==> src/hdl/cql_pkg.sv <==
// clock quality ladder package: rung state codes, ownship and utc source codes,
// register indexes and reset values. no dependencies.
`timescale 1ns / 1ps

package cql_pkg;

   localparam int unsigned CSR_INDEX_W = 3;
   localparam int unsigned CSR_DATA_W  = 32;

   localparam logic [CSR_INDEX_W-1:0] CSR_PRESENCE_MIN  = 3'd0;
   localparam logic [CSR_INDEX_W-1:0] CSR_SILENCE_LIMIT = 3'd1;
   localparam logic [CSR_INDEX_W-1:0] CSR_FIX_GOOD      = 3'd2;
   localparam logic [CSR_INDEX_W-1:0] CSR_FIX_MISS      = 3'd3;
   localparam logic [CSR_INDEX_W-1:0] CSR_PPS_MISS      = 3'd4;
   localparam logic [CSR_INDEX_W-1:0] CSR_HOLD_CEILING  = 3'd5;
   localparam logic [CSR_INDEX_W-1:0] CSR_HOLD_GROWTH   = 3'd6;
   localparam logic [CSR_INDEX_W-1:0] CSR_DISC_UNC      = 3'd7;

   localparam logic [15:0] PRESENCE_MIN_RST  = 16'd10;
   localparam logic [7:0]  SILENCE_LIMIT_RST = 8'd50;
   localparam logic [7:0]  FIX_GOOD_RST      = 8'd3;
   localparam logic [7:0]  FIX_MISS_RST      = 8'd5;
   localparam logic [7:0]  PPS_MISS_RST      = 8'd2;
   localparam logic [31:0] HOLD_CEILING_RST  = 32'd50000;
   localparam logic [31:0] HOLD_GROWTH_RST   = 32'd2000;
   localparam logic [31:0] DISC_UNC_RST      = 32'd100;

   localparam logic [31:0] NMEA_UNC_NS = 32'd30000000;
   localparam logic [31:0] NO_UTC_UNC  = 32'hFFFF_FFFF;

   typedef enum logic [4:0] {
      RUNG_NONE = 5'b00001,
      RUNG_FREE = 5'b00010,
      RUNG_NMEA = 5'b00100,
      RUNG_HOLD = 5'b01000,
      RUNG_DISC = 5'b10000
   } rung_type;

   typedef enum logic [2:0] {
      CODE_NONE = 3'd0,
      CODE_FREE = 3'd1,
      CODE_NMEA = 3'd2,
      CODE_HOLD = 3'd3,
      CODE_DISC = 3'd4
   } rung_code_type;

   typedef enum logic [1:0] {
      OWN_NOTHING = 2'd0,
      OWN_PUSH    = 2'd1,
      OWN_CLEAR   = 2'd2
   } own_action_type;

   typedef enum logic [1:0] {
      SRC_MONO = 2'd0,
      SRC_NMEA = 2'd1,
      SRC_PPS  = 2'd2
   } utc_source_type;

   function automatic rung_code_type rung_code(input rung_type r);
      rung_code_type c;
      unique case (r)
         RUNG_NONE: c = CODE_NONE;
         RUNG_FREE: c = CODE_FREE;
         RUNG_NMEA: c = CODE_NMEA;
         RUNG_HOLD: c = CODE_HOLD;
         RUNG_DISC: c = CODE_DISC;
         default:   c = CODE_NONE;
      endcase
      return c;
   endfunction

   function automatic logic rung_has_fix(input rung_type r);
      return (r == RUNG_NMEA) || (r == RUNG_HOLD) || (r == RUNG_DISC);
   endfunction

endpackage

==> src/hdl/clock_quality_ladder_core.sv <==
// clock quality ladder: one supervisor tick in, one ladder snapshot out.
// depends on cql_pkg.
`timescale 1ns / 1ps

// Each accepted tick produces exactly one result beat: the tick lands in an input
// register, the next ladder state is formed by one pass of logic (the holdover
// add and ceiling compare is the longest path) and written together with the
// result into the output register. A new tick is
// taken every cycle while results are drained; the input register only holds when
// the output register is full and rsp_ready is low. Configuration writes are
// always taken (csr_ready is tied high) and must only happen while the block holds
// no tick. Register indexes: 0 presence_min_bytes, 1 silence_limit_ticks,
// 2 fix_good_limit, 3 fix_miss_limit, 4 pps_miss_limit, 5 holdover_ceiling_ns,
// 6 holdover_growth_ns, 7 disciplined_unc_ns.
module clock_quality_ladder_core (
   input  logic                                 clock,
   input  logic                                 reset,
   input  logic                                 req_valid,
   output logic                                 req_ready,
   input  logic [15:0]                          req_new_bytes,
   input  logic [15:0]                          req_total_bytes,
   input  logic                                 req_fix_ok,
   input  logic [15:0]                          req_fix_number,
   input  logic                                 req_pps_seen,
   input  logic                                 req_pps_locked,
   input  logic                                 req_pps_anchor_ok,
   output logic                                 rsp_valid,
   input  logic                                 rsp_ready,
   output logic [2:0]                           rsp_rung,
   output logic [31:0]                          rsp_unc_ns,
   output logic [1:0]                           rsp_utc_source,
   output logic                                 rsp_has_fix,
   output logic [1:0]                           rsp_ownship_action,
   output logic                                 rsp_published,
   input  logic                                 csr_valid,
   output logic                                 csr_ready,
   input  logic [cql_pkg::CSR_INDEX_W-1:0]      csr_index,
   input  logic [cql_pkg::CSR_DATA_W-1:0]       csr_data
);

   // configuration
   logic [15:0] presence_min_ff;
   logic [7:0]  silence_limit_ff;
   logic [7:0]  fix_good_ff;
   logic [7:0]  fix_miss_ff;
   logic [7:0]  pps_miss_ff;
   logic [31:0] hold_ceiling_ff;
   logic [31:0] hold_growth_ff;
   logic [31:0] disc_unc_ff;

   // input stage
   logic        in_valid_ff;
   logic [15:0] in_new_bytes_ff;
   logic [15:0] in_total_bytes_ff;
   logic        in_fix_ok_ff;
   logic [15:0] in_fix_number_ff;
   logic        in_pps_seen_ff;
   logic        in_pps_locked_ff;
   logic        in_anchor_ok_ff;

   // ladder state
   cql_pkg::rung_type rung_ff, rung_in;
   logic [7:0]  silent_ff, silent_in;
   logic [7:0]  good_run_ff, good_run_in;
   logic [7:0]  miss_run_ff, miss_run_in;
   logic [15:0] last_fix_ff, last_fix_in;
   logic [7:0]  pps_run_ff, pps_run_in;
   logic [31:0] hold_unc_ff, hold_unc_in;

   // result stage
   logic                            out_valid_ff;
   cql_pkg::rung_code_type          out_rung_ff;
   logic [31:0]                     out_unc_ff, out_unc_in;
   cql_pkg::utc_source_type         out_src_ff, out_src_in;
   logic                            out_has_fix_ff;
   cql_pkg::own_action_type         out_own_ff, out_own_in;
   logic                            out_pub_ff, out_pub_in;

   logic advance;
   logic req_take;

   assign advance   = in_valid_ff && (!out_valid_ff || rsp_ready);
   assign req_ready = !in_valid_ff || advance;
   assign req_take  = req_valid && req_ready;
   assign csr_ready = 1'b1;

   // next ladder state for the tick in the input register
   always_comb begin
      logic        fresh;
      logic        fix_held;
      logic        fix_gone;
      logic        pps_gone;
      logic [31:0] hold_grown;
      cql_pkg::rung_type target;

      rung_in     = rung_ff;
      silent_in   = silent_ff;
      good_run_in = good_run_ff;
      miss_run_in = miss_run_ff;
      last_fix_in = last_fix_ff;
      pps_run_in  = pps_run_ff;
      hold_unc_in = hold_unc_ff;
      out_pub_in  = 1'b0;
      out_own_in  = cql_pkg::OWN_NOTHING;
      target      = rung_ff;
      fresh       = in_fix_ok_ff && (in_fix_number_ff != last_fix_ff);
      fix_held    = 1'b0;
      fix_gone    = 1'b0;
      pps_gone    = 1'b0;
      hold_grown  = hold_unc_ff;

      if (in_new_bytes_ff == 16'd0) begin
         if (silent_ff < silence_limit_ff) begin
            silent_in = silent_ff + 8'd1;
         end
      end else begin
         silent_in = 8'd0;
      end

      if (silent_in >= silence_limit_ff) begin
         // receiver unplugged
         good_run_in = 8'd0;
         miss_run_in = 8'd0;
         target      = cql_pkg::RUNG_NONE;
      end else if (rung_ff == cql_pkg::RUNG_NONE) begin
         if (in_total_bytes_ff >= presence_min_ff) begin
            target = cql_pkg::RUNG_FREE;
         end
      end else begin
         if (fresh) begin
            last_fix_in = in_fix_number_ff;
            if (good_run_ff < fix_good_ff) begin
               good_run_in = good_run_ff + 8'd1;
            end
            miss_run_in = 8'd0;
         end else begin
            if (miss_run_ff < fix_miss_ff) begin
               miss_run_in = miss_run_ff + 8'd1;
            end
            if (miss_run_in >= fix_miss_ff) begin
               good_run_in = 8'd0;
            end
         end
         fix_held = good_run_in >= fix_good_ff;
         fix_gone = miss_run_in >= fix_miss_ff;

         if (in_pps_seen_ff) begin
            pps_run_in = 8'd0;
         end else if (pps_run_ff < pps_miss_ff) begin
            pps_run_in = pps_run_ff + 8'd1;
         end
         pps_gone = pps_run_in >= pps_miss_ff;

         if (cql_pkg::rung_has_fix(rung_ff)) begin
            if (fix_gone) begin
               pps_run_in  = pps_miss_ff;
               hold_unc_in = 32'd0;
               target      = cql_pkg::RUNG_FREE;
            end else begin
               out_own_in = cql_pkg::OWN_PUSH;
               out_pub_in = 1'b1;
               if (rung_ff == cql_pkg::RUNG_NMEA) begin
                  if (in_pps_locked_ff) begin
                     hold_unc_in = disc_unc_ff;
                     target      = cql_pkg::RUNG_DISC;
                  end
               end else if (rung_ff == cql_pkg::RUNG_DISC) begin
                  if (pps_gone) begin
                     hold_unc_in = disc_unc_ff;
                     target      = cql_pkg::RUNG_HOLD;
                  end
               end else if (in_pps_locked_ff) begin
                  hold_unc_in = disc_unc_ff;
                  target      = cql_pkg::RUNG_DISC;
               end else begin
                  // growth stops short of wrapping
                  if (hold_unc_ff < (cql_pkg::NO_UTC_UNC - hold_growth_ff)) begin
                     hold_grown = hold_unc_ff + hold_growth_ff;
                  end
                  hold_unc_in = hold_grown;
                  if (hold_grown >= hold_ceiling_ff) begin
                     target = cql_pkg::RUNG_NMEA;
                  end
               end
            end
         end else if (fix_held) begin
            pps_run_in = 8'd0;
            target     = cql_pkg::RUNG_NMEA;
         end
      end

      // rung change publishes; crossing the fix boundary sets the ownship action
      if (target != rung_ff) begin
         out_pub_in = 1'b1;
         if (cql_pkg::rung_has_fix(target) && !cql_pkg::rung_has_fix(rung_ff)) begin
            out_own_in = cql_pkg::OWN_PUSH;
         end else if (!cql_pkg::rung_has_fix(target) && cql_pkg::rung_has_fix(rung_ff)) begin
            out_own_in = cql_pkg::OWN_CLEAR;
         end
      end
      rung_in = target;
   end

   always_comb begin
      unique case (rung_in)
         cql_pkg::RUNG_NMEA: begin
            out_unc_in = cql_pkg::NMEA_UNC_NS;
            out_src_in = cql_pkg::SRC_NMEA;
         end
         cql_pkg::RUNG_DISC: begin
            out_unc_in = disc_unc_ff;
            out_src_in = in_anchor_ok_ff ? cql_pkg::SRC_PPS : cql_pkg::SRC_NMEA;
         end
         cql_pkg::RUNG_HOLD: begin
            out_unc_in = hold_unc_in;
            out_src_in = in_anchor_ok_ff ? cql_pkg::SRC_PPS : cql_pkg::SRC_NMEA;
         end
         default: begin
            out_unc_in = cql_pkg::NO_UTC_UNC;
            out_src_in = cql_pkg::SRC_MONO;
         end
      endcase
   end

   // configuration registers
   always_ff @(posedge clock) begin
      if (reset) begin
         presence_min_ff  <= cql_pkg::PRESENCE_MIN_RST;
         silence_limit_ff <= cql_pkg::SILENCE_LIMIT_RST;
         fix_good_ff      <= cql_pkg::FIX_GOOD_RST;
         fix_miss_ff      <= cql_pkg::FIX_MISS_RST;
         pps_miss_ff      <= cql_pkg::PPS_MISS_RST;
         hold_ceiling_ff  <= cql_pkg::HOLD_CEILING_RST;
         hold_growth_ff   <= cql_pkg::HOLD_GROWTH_RST;
         disc_unc_ff      <= cql_pkg::DISC_UNC_RST;
      end else if (csr_valid) begin
         unique case (csr_index)
            cql_pkg::CSR_PRESENCE_MIN:  presence_min_ff  <= csr_data[15:0];
            cql_pkg::CSR_SILENCE_LIMIT: silence_limit_ff <= csr_data[7:0];
            cql_pkg::CSR_FIX_GOOD:      fix_good_ff      <= csr_data[7:0];
            cql_pkg::CSR_FIX_MISS:      fix_miss_ff      <= csr_data[7:0];
            cql_pkg::CSR_PPS_MISS:      pps_miss_ff      <= csr_data[7:0];
            cql_pkg::CSR_HOLD_CEILING:  hold_ceiling_ff  <= csr_data;
            cql_pkg::CSR_HOLD_GROWTH:   hold_growth_ff   <= csr_data;
            cql_pkg::CSR_DISC_UNC:      disc_unc_ff      <= csr_data;
            default: begin
            end
         endcase
      end
   end

   // input register
   always_ff @(posedge clock) begin
      if (reset) begin
         in_valid_ff <= 1'b0;
      end else if (req_ready) begin
         in_valid_ff <= req_valid;
      end
   end

   always_ff @(posedge clock) begin
      if (req_take) begin
         in_new_bytes_ff   <= req_new_bytes;
         in_total_bytes_ff <= req_total_bytes;
         in_fix_ok_ff      <= req_fix_ok;
         in_fix_number_ff  <= req_fix_number;
         in_pps_seen_ff    <= req_pps_seen;
         in_pps_locked_ff  <= req_pps_locked;
         in_anchor_ok_ff   <= req_pps_anchor_ok;
      end
   end

   // ladder state
   always_ff @(posedge clock) begin
      if (reset) begin
         rung_ff     <= cql_pkg::RUNG_NONE;
         silent_ff   <= 8'd0;
         good_run_ff <= 8'd0;
         miss_run_ff <= 8'd0;
         last_fix_ff <= 16'd0;
         pps_run_ff  <= 8'd0;
         hold_unc_ff <= 32'd0;
      end else if (advance) begin
         rung_ff     <= rung_in;
         silent_ff   <= silent_in;
         good_run_ff <= good_run_in;
         miss_run_ff <= miss_run_in;
         last_fix_ff <= last_fix_in;
         pps_run_ff  <= pps_run_in;
         hold_unc_ff <= hold_unc_in;
      end
   end

   // result register
   always_ff @(posedge clock) begin
      if (reset) begin
         out_valid_ff <= 1'b0;
      end else if (advance) begin
         out_valid_ff <= 1'b1;
      end else if (rsp_ready) begin
         out_valid_ff <= 1'b0;
      end
   end

   always_ff @(posedge clock) begin
      if (advance) begin
         out_rung_ff    <= cql_pkg::rung_code(rung_in);
         out_unc_ff     <= out_unc_in;
         out_src_ff     <= out_src_in;
         out_has_fix_ff <= cql_pkg::rung_has_fix(rung_in);
         out_own_ff     <= out_own_in;
         out_pub_ff     <= out_pub_in;
      end
   end

   assign rsp_valid          = out_valid_ff;
   assign rsp_rung           = out_rung_ff;
   assign rsp_unc_ns         = out_unc_ff;
   assign rsp_utc_source     = out_src_ff;
   assign rsp_has_fix        = out_has_fix_ff;
   assign rsp_ownship_action = out_own_ff;
   assign rsp_published      = out_pub_ff;

   // an ownship action always comes with a publish
   a_own_needs_pub: assert property (@(posedge clock) disable iff (reset)
      rsp_valid && (rsp_ownship_action != cql_pkg::OWN_NOTHING) |-> rsp_published)
      else $error("ownship action without publish");

   // fix flag and source follow the reported rung
   a_fix_matches_rung: assert property (@(posedge clock) disable iff (reset)
      rsp_valid |-> (rsp_has_fix == (rsp_rung >= cql_pkg::CODE_NMEA)) &&
                    ((rsp_utc_source == cql_pkg::SRC_MONO) == !rsp_has_fix))
      else $error("has_fix or utc source inconsistent with rung");

   // no utc knowledge below nmea fix
   a_no_fix_unc: assert property (@(posedge clock) disable iff (reset)
      rsp_valid && !rsp_has_fix |-> rsp_unc_ns == cql_pkg::NO_UTC_UNC)
      else $error("uncertainty not all ones without fix");

   // a taken beat always lands in the input stage
   a_take_lands: assert property (@(posedge clock) disable iff (reset)
      req_valid && req_ready |=> in_valid_ff)
      else $error("accepted beat lost");

   // the ladder never leaves one-hot state and the reported rung matches it
   a_ladder_state: assert property (@(posedge clock) disable iff (reset)
      advance |=> $onehot(rung_ff) && (rsp_rung == cql_pkg::rung_code(rung_ff)))
      else $error("ladder state and reported rung disagree");

endmodule

==> config.mk <==
export PLATFORM = sky130hd
export DESIGN_NAME = clock_quality_ladder_core
export DESIGN_NICKNAME = d
export VERILOG_FILES = /design/src/hdl/cql_pkg.sv /design/src/hdl/clock_quality_ladder_core.sv
export SDC_FILE = /design/constraint.sdc
export NUM_CORES = 1
export LEC_CHECK = 0
export BUFFER_PORTS_ARGS = -buffer_cell sky130_fd_sc_hd__buf_4
export CAP_MARGIN = 20
export CORE_MARGIN = 3
export CORE_UTILIZATION = 40
export DETAILED_ROUTE_END_ITERATION = 10
export MAX_ROUTING_LAYER = met4
export RECOVER_POWER = 50
export SYNTH_ARGS = -nofsm -noshare
export SYNTH_HDL_FRONTEND = slang
export SYNTH_SLANG_ARGS = --single-unit
==> constraint.sdc <==
create_clock -name clock -period 19.3 [get_ports clock]
set_clock_uncertainty 0.15 [all_clocks]
set_input_delay 3.86 -clock clock [delete_from_list [all_inputs] [get_ports clock]]
set_output_delay 3.86 -clock clock [all_outputs]
set_load 0.05 [all_outputs]
## After elaboration in Yosys (flattened, before gate mapping)

Cells that the tools add are included.

- Register bits: 324
- Bits of input ports: 92

- Add/sub/neg operators: 6
- Order comparisons: 12
- Eq/ne operators: 18
- Mux-type cells: 71
- Bitwise gates (word level): 2
- Reductions and logical operators: 30

Operator list:

| operator | number |
|---|---|
| two-way mux 32 bit | 17 |
| two-way mux 8 bit | 25 |
| one-hot mux 32 bit (3 select lines) | 1 |
| two-way mux 5 bit | 12 |
| greater-or-equal comparator 8 bit | 5 |
| adder 32 bit | 1 |
| adder 8 x 1 -> 8 bit (second input constant) | 4 |
| greater-or-equal comparator 32 bit | 1 |
| less-than comparator 32 bit | 1 |
| less-than comparator 8 bit | 4 |
| subtractor 32 bit (first input constant) | 1 |
| AND reduction 2 bit | 9 |
| greater-or-equal comparator 16 bit | 1 |
| logical NOT 16 bit | 1 |
| inequality test 16 bit | 1 |
| equality test 3 bit (second input constant) | 4 |
| one-hot mux 3 bit (4 select lines) | 1 |
| equality test 5 x 3 -> 1 bit (second input constant) | 2 |
| equality test 5 x 4 -> 1 bit (second input constant) | 2 |
| equality test 5 bit (second input constant) | 2 |
| two-way mux 1 bit | 10 |
| two-way mux 2 bit | 4 |
| equality test 3 x 2 -> 1 bit (second input constant) | 2 |
| logical OR 1 bit | 6 |
| 14 further kinds | 22 |

## Depth between registers and ports, before layout

- Depth after elaboration: 30
- Depth in mapped cells: 33

## Worst setup path after synthesis

No wires, ideal clock.

- Kind: input-to-output
- Start point: input port rsp_ready
- End point: output port req_ready
- Arrival: 4.364 ns
- Setup slack: 10.926 ns
- Stages on the path: 2
- Cells stage by stage: nor2b_1 nand2_1

- Word-level cells in the longest chain between the ends: 3

Ends and longest elaborated chain:

| item | line | source |
|---|---|---|
| start, declared | clock_quality_ladder_core.sv:28 | `input logic rsp_ready,` |
| logical OR 1 bit | clock_quality_ladder_core.sv:82 | `assign advance = in_valid_ff && (!out_valid_ff \|\| rsp_ready);` |
| logical AND 1 bit | clock_quality_ladder_core.sv:82 |  |
| logical OR 1 bit | clock_quality_ladder_core.sv:83 | `assign req_ready = !in_valid_ff \|\| advance;` |
| end, declared | clock_quality_ladder_core.sv:19 | `output logic req_ready,` |

Every way passes these cells.

## Final worst setup path

- Start point: input port reset
- End point: register silent_ff[7]

RTL lines:

| item | line | source |
|---|---|---|
| start, declared | clock_quality_ladder_core.sv:17 | `input logic reset,` |
| end signal, assigned | clock_quality_ladder_core.sv:285 | `silent_ff <= silent_in;` |
| end, declared | clock_quality_ladder_core.sv:63 | `logic [7:0] silent_ff, silent_in;` |

No word-level cell between the ends.

==> flow_summary.json <==
{
  "netlist-cell-type-count": 92,
  "clk-insertion-delay-late_ns": 0.56,
  "min_path_type": "flop to flop",
  "syn_inst": 2266,
  "die_area_um2": 50500,
  "instances_no_fill": 2973,
  "port_buffers": 134,
  "gp_congestion": 0.920,
  "synthFlopType": "dfxtp_1",
  "synth-async-reset-ratio_pct": 0,
  "timing.final.crit_share_pct": 51.9,
  "synthToLayoutAreaGrowth_pct": 12.9,
  "maxCapViolCount": 6,
  "vias_per_cell": 5.73,
  "hpwl_um": 42300,
  "setup_viol": 0,
  "core-area_um2": 47000,
  "antenna_found_initial": 1,
  "cp.required_ns": 19.59,
  "drv_slew": 297,
  "cts.clk_slew.worst_paths_ns": 0.06,
  "synth_nets": 2512,
  "synth_area_um2": 19100,
  "rows": 79,
  "cts.htree.levels": 2,
  "violations": "capacitance limit, slew limit",
  "synth_edf_count": 93,
  "postCtsSetupRepairBufs": 0,
  "layout_common_cells": "386 x nand2_1, 233 x a21oi_1, 231 x dfxtp_1, 162 x nor2_1, 153 x ha_1",
  "finalPower_mw": 1.67,
  "tightestPinTransition_ns": 4.65,
  "vdd_drop_max_uv": 58.7,
  "initial_core_util_pct": 40.8,
  "wl_per_cell_um": 20.1,
  "root_buffer": "clkbuf_16",
  "cts_hold_buffers": 0,
  "finalHoldViolCount": 0,
  "criticalPathCategory": "input pin to flop",
  "ctsResizeCount": 0,
  "firstDrtPassIters": 6,
  "post_synth.cell_area_avg_um2": 8.45,
  "cts_tree": "yes",
  "status": "complete, but fails checks",
  "r2r_slack_ns": 11.21,
  "numCtsBuffers": 39,
  "route.detailed.drc": 0,
  "power_density_nw_per_um2": 77.1,
  "die_w_um": 225,
  "vias": 17048,
  "worstSetupStartpointType": "input pin",
  "yosysSeqAreaShare_pct": 38.8,
  "layout.cells.most_common": "nand2_1",
  "ys_seq_elements": 324,
  "grt_pass1_wl_um": 93200,
  "worstPathMaxFanout": 87,
  "p_leak_nw": 8.43,
  "grt_max_degree": 92,
  "yosys_warnings": 0,
  "ant_nets": 0,
  "finalWirelength_um": 59700,
  "dp_cells": 2899,
  "rsz0062_at_grt": "no",
  "clockBufferDepth": 3,
  "finalNetCount": 2579,
  "min_period_ns": 10.02,
  "fin_tns_setup_ns": 0,
  "die_h_um": 225,
  "critPathArrivalTime_ns": 10.31,
  "drive_above_1_share_pct": 9.01,
  "grt_use_total_pct": 24.0,
  "clock_sinks": 324,
  "max_freq_mhz": 99.8,
  "stdcell_area_um2": 21600,
  "cp-end-kind": "flop",
  "ios": 136,
  "grt_pass1_vias": 16759,
  "grt.overflow.total": 0,
  "dr.first_iter.drc_count": 1453,
  "placed_area_um2": 20500,
  "slew_headroom_pct": -210
}
stage by stage:
| step | hold slack, ns | util [%] | setup WS [ns] |
|---|---|---|---|
| detailed placement | 0.296 | 43.7 | 10.82 |
| global route | 0.321 | 46.0 | 8.90 |
| floorplan | 0.286 | - | 10.93 |
| global placement | 0.294 | 43.7 | 10.84 |
| CTS | 0.304 | 46.4 | 10.81 |
| finish | 0.302 | 46.0 | 9.28 |
cell type report:
class / instances / area [um^2]
Fill cell: 4597 / 25300
Timing Repair Buffer: 154 / 972
Multi-Input combinational cell: 1686 / 10700
Clock inverter: 19 / 180
Tap cell: 607 / 759
Clock buffer: 53 / 1070
Antenna cell: 2 / 5.00
Inverter: 128 / 480
Sequential cell: 324 / 7420
logic make-up (layout without fill, tap and decap cells):
group | after synthesis | in the layout | share of synthesized area (%)
and+or+nand+nor | 782 | 782 | 18.2
AOI/OAI and AO/OA | 639 | 639 | 22.1
DFF | 324 | 324 | 38.8
buffers and inverters | 256 | 354 | 5.44
adders and majority gates | 154 | 154 | 10.1
xor gates and xnor gates | 67 | 67 | 3.07
muxes | 43 | 43 | 2.33
other | 1 | 3 | 0.0196
synth_stat cells, drive strengths merged, types with 20 or more instances:
cell	number	area (um^2)
clkbuf	89	340
nand2b	26	163
o21a	20	150
ha	153	1910
nand4	25	156
xor2	36	315
a221o	31	310
inv	127	477
a21oi	235	1180
o21ai	100	504
nand3	47	240
dfxtp	231	4620
a211oi	26	200
nor2	167	632
nand2	386	1450
a21o	44	330
buf	39	220
o211ai	28	210
xnor2	31	272
edfxtp	93	2790
nor3	38	201
mux2i	30	300
sequential cells by signal (all words and copies together), names as in the netlist, 2 cells and up:
register            count
hold_growth_ff         32
rsp_utc_source          2
in_new_bytes_ff        16
rsp_rung                3
last_fix_ff            16
presence_min_ff        16
silence_limit_ff        8
pps_run_ff              8
hold_unc_ff            32
silent_ff               8
in_fix_number_ff       16
rung_ff                 5
rsp_unc_ns             32
rsp_ownship_action      2
fix_good_ff             8
in_total_bytes_ff      16
pps_miss_ff             8
fix_miss_ff             8
good_run_ff             8
disc_unc_ff            32
hold_ceiling_ff        32
miss_run_ff             8
path summary, 6_finish.rpt:
kind / cells after the start / endpoint / from
worst min-delay path: 2 / fix_miss_ff[1] / fix_miss_ff[1]
worst max register to register: 29 / rsp_unc_ns[11] / miss_run_ff[1]
worst max-delay path: 4 / silent_ff[7] / reset
worst min register to register: 2 / fix_miss_ff[1] / fix_miss_ff[1]
power breakdown:
group	internal, mW	total, mW	switching [mW]
logic	0.0755	0.204	0.128
registers	0.722	0.740	0.0182
clock network	0.421	0.722	0.301
routing by layer:
metal	global-route usage [%]	wire, um	vias to the layer above
met1	30.9	26700	8126
li1	-	-	8256
met3	3.00	3320	107
met5	-	0	-
met4	8.96	2190	0
met2	38.9	27500	559
critical path, stage by stage:
cell and delay [ns]:
clkbuf_1 3.17, clkinv_1 1.50, clkbuf_1 1.12, a311o_1 0.62
Power figures use the tool's default switching activity.
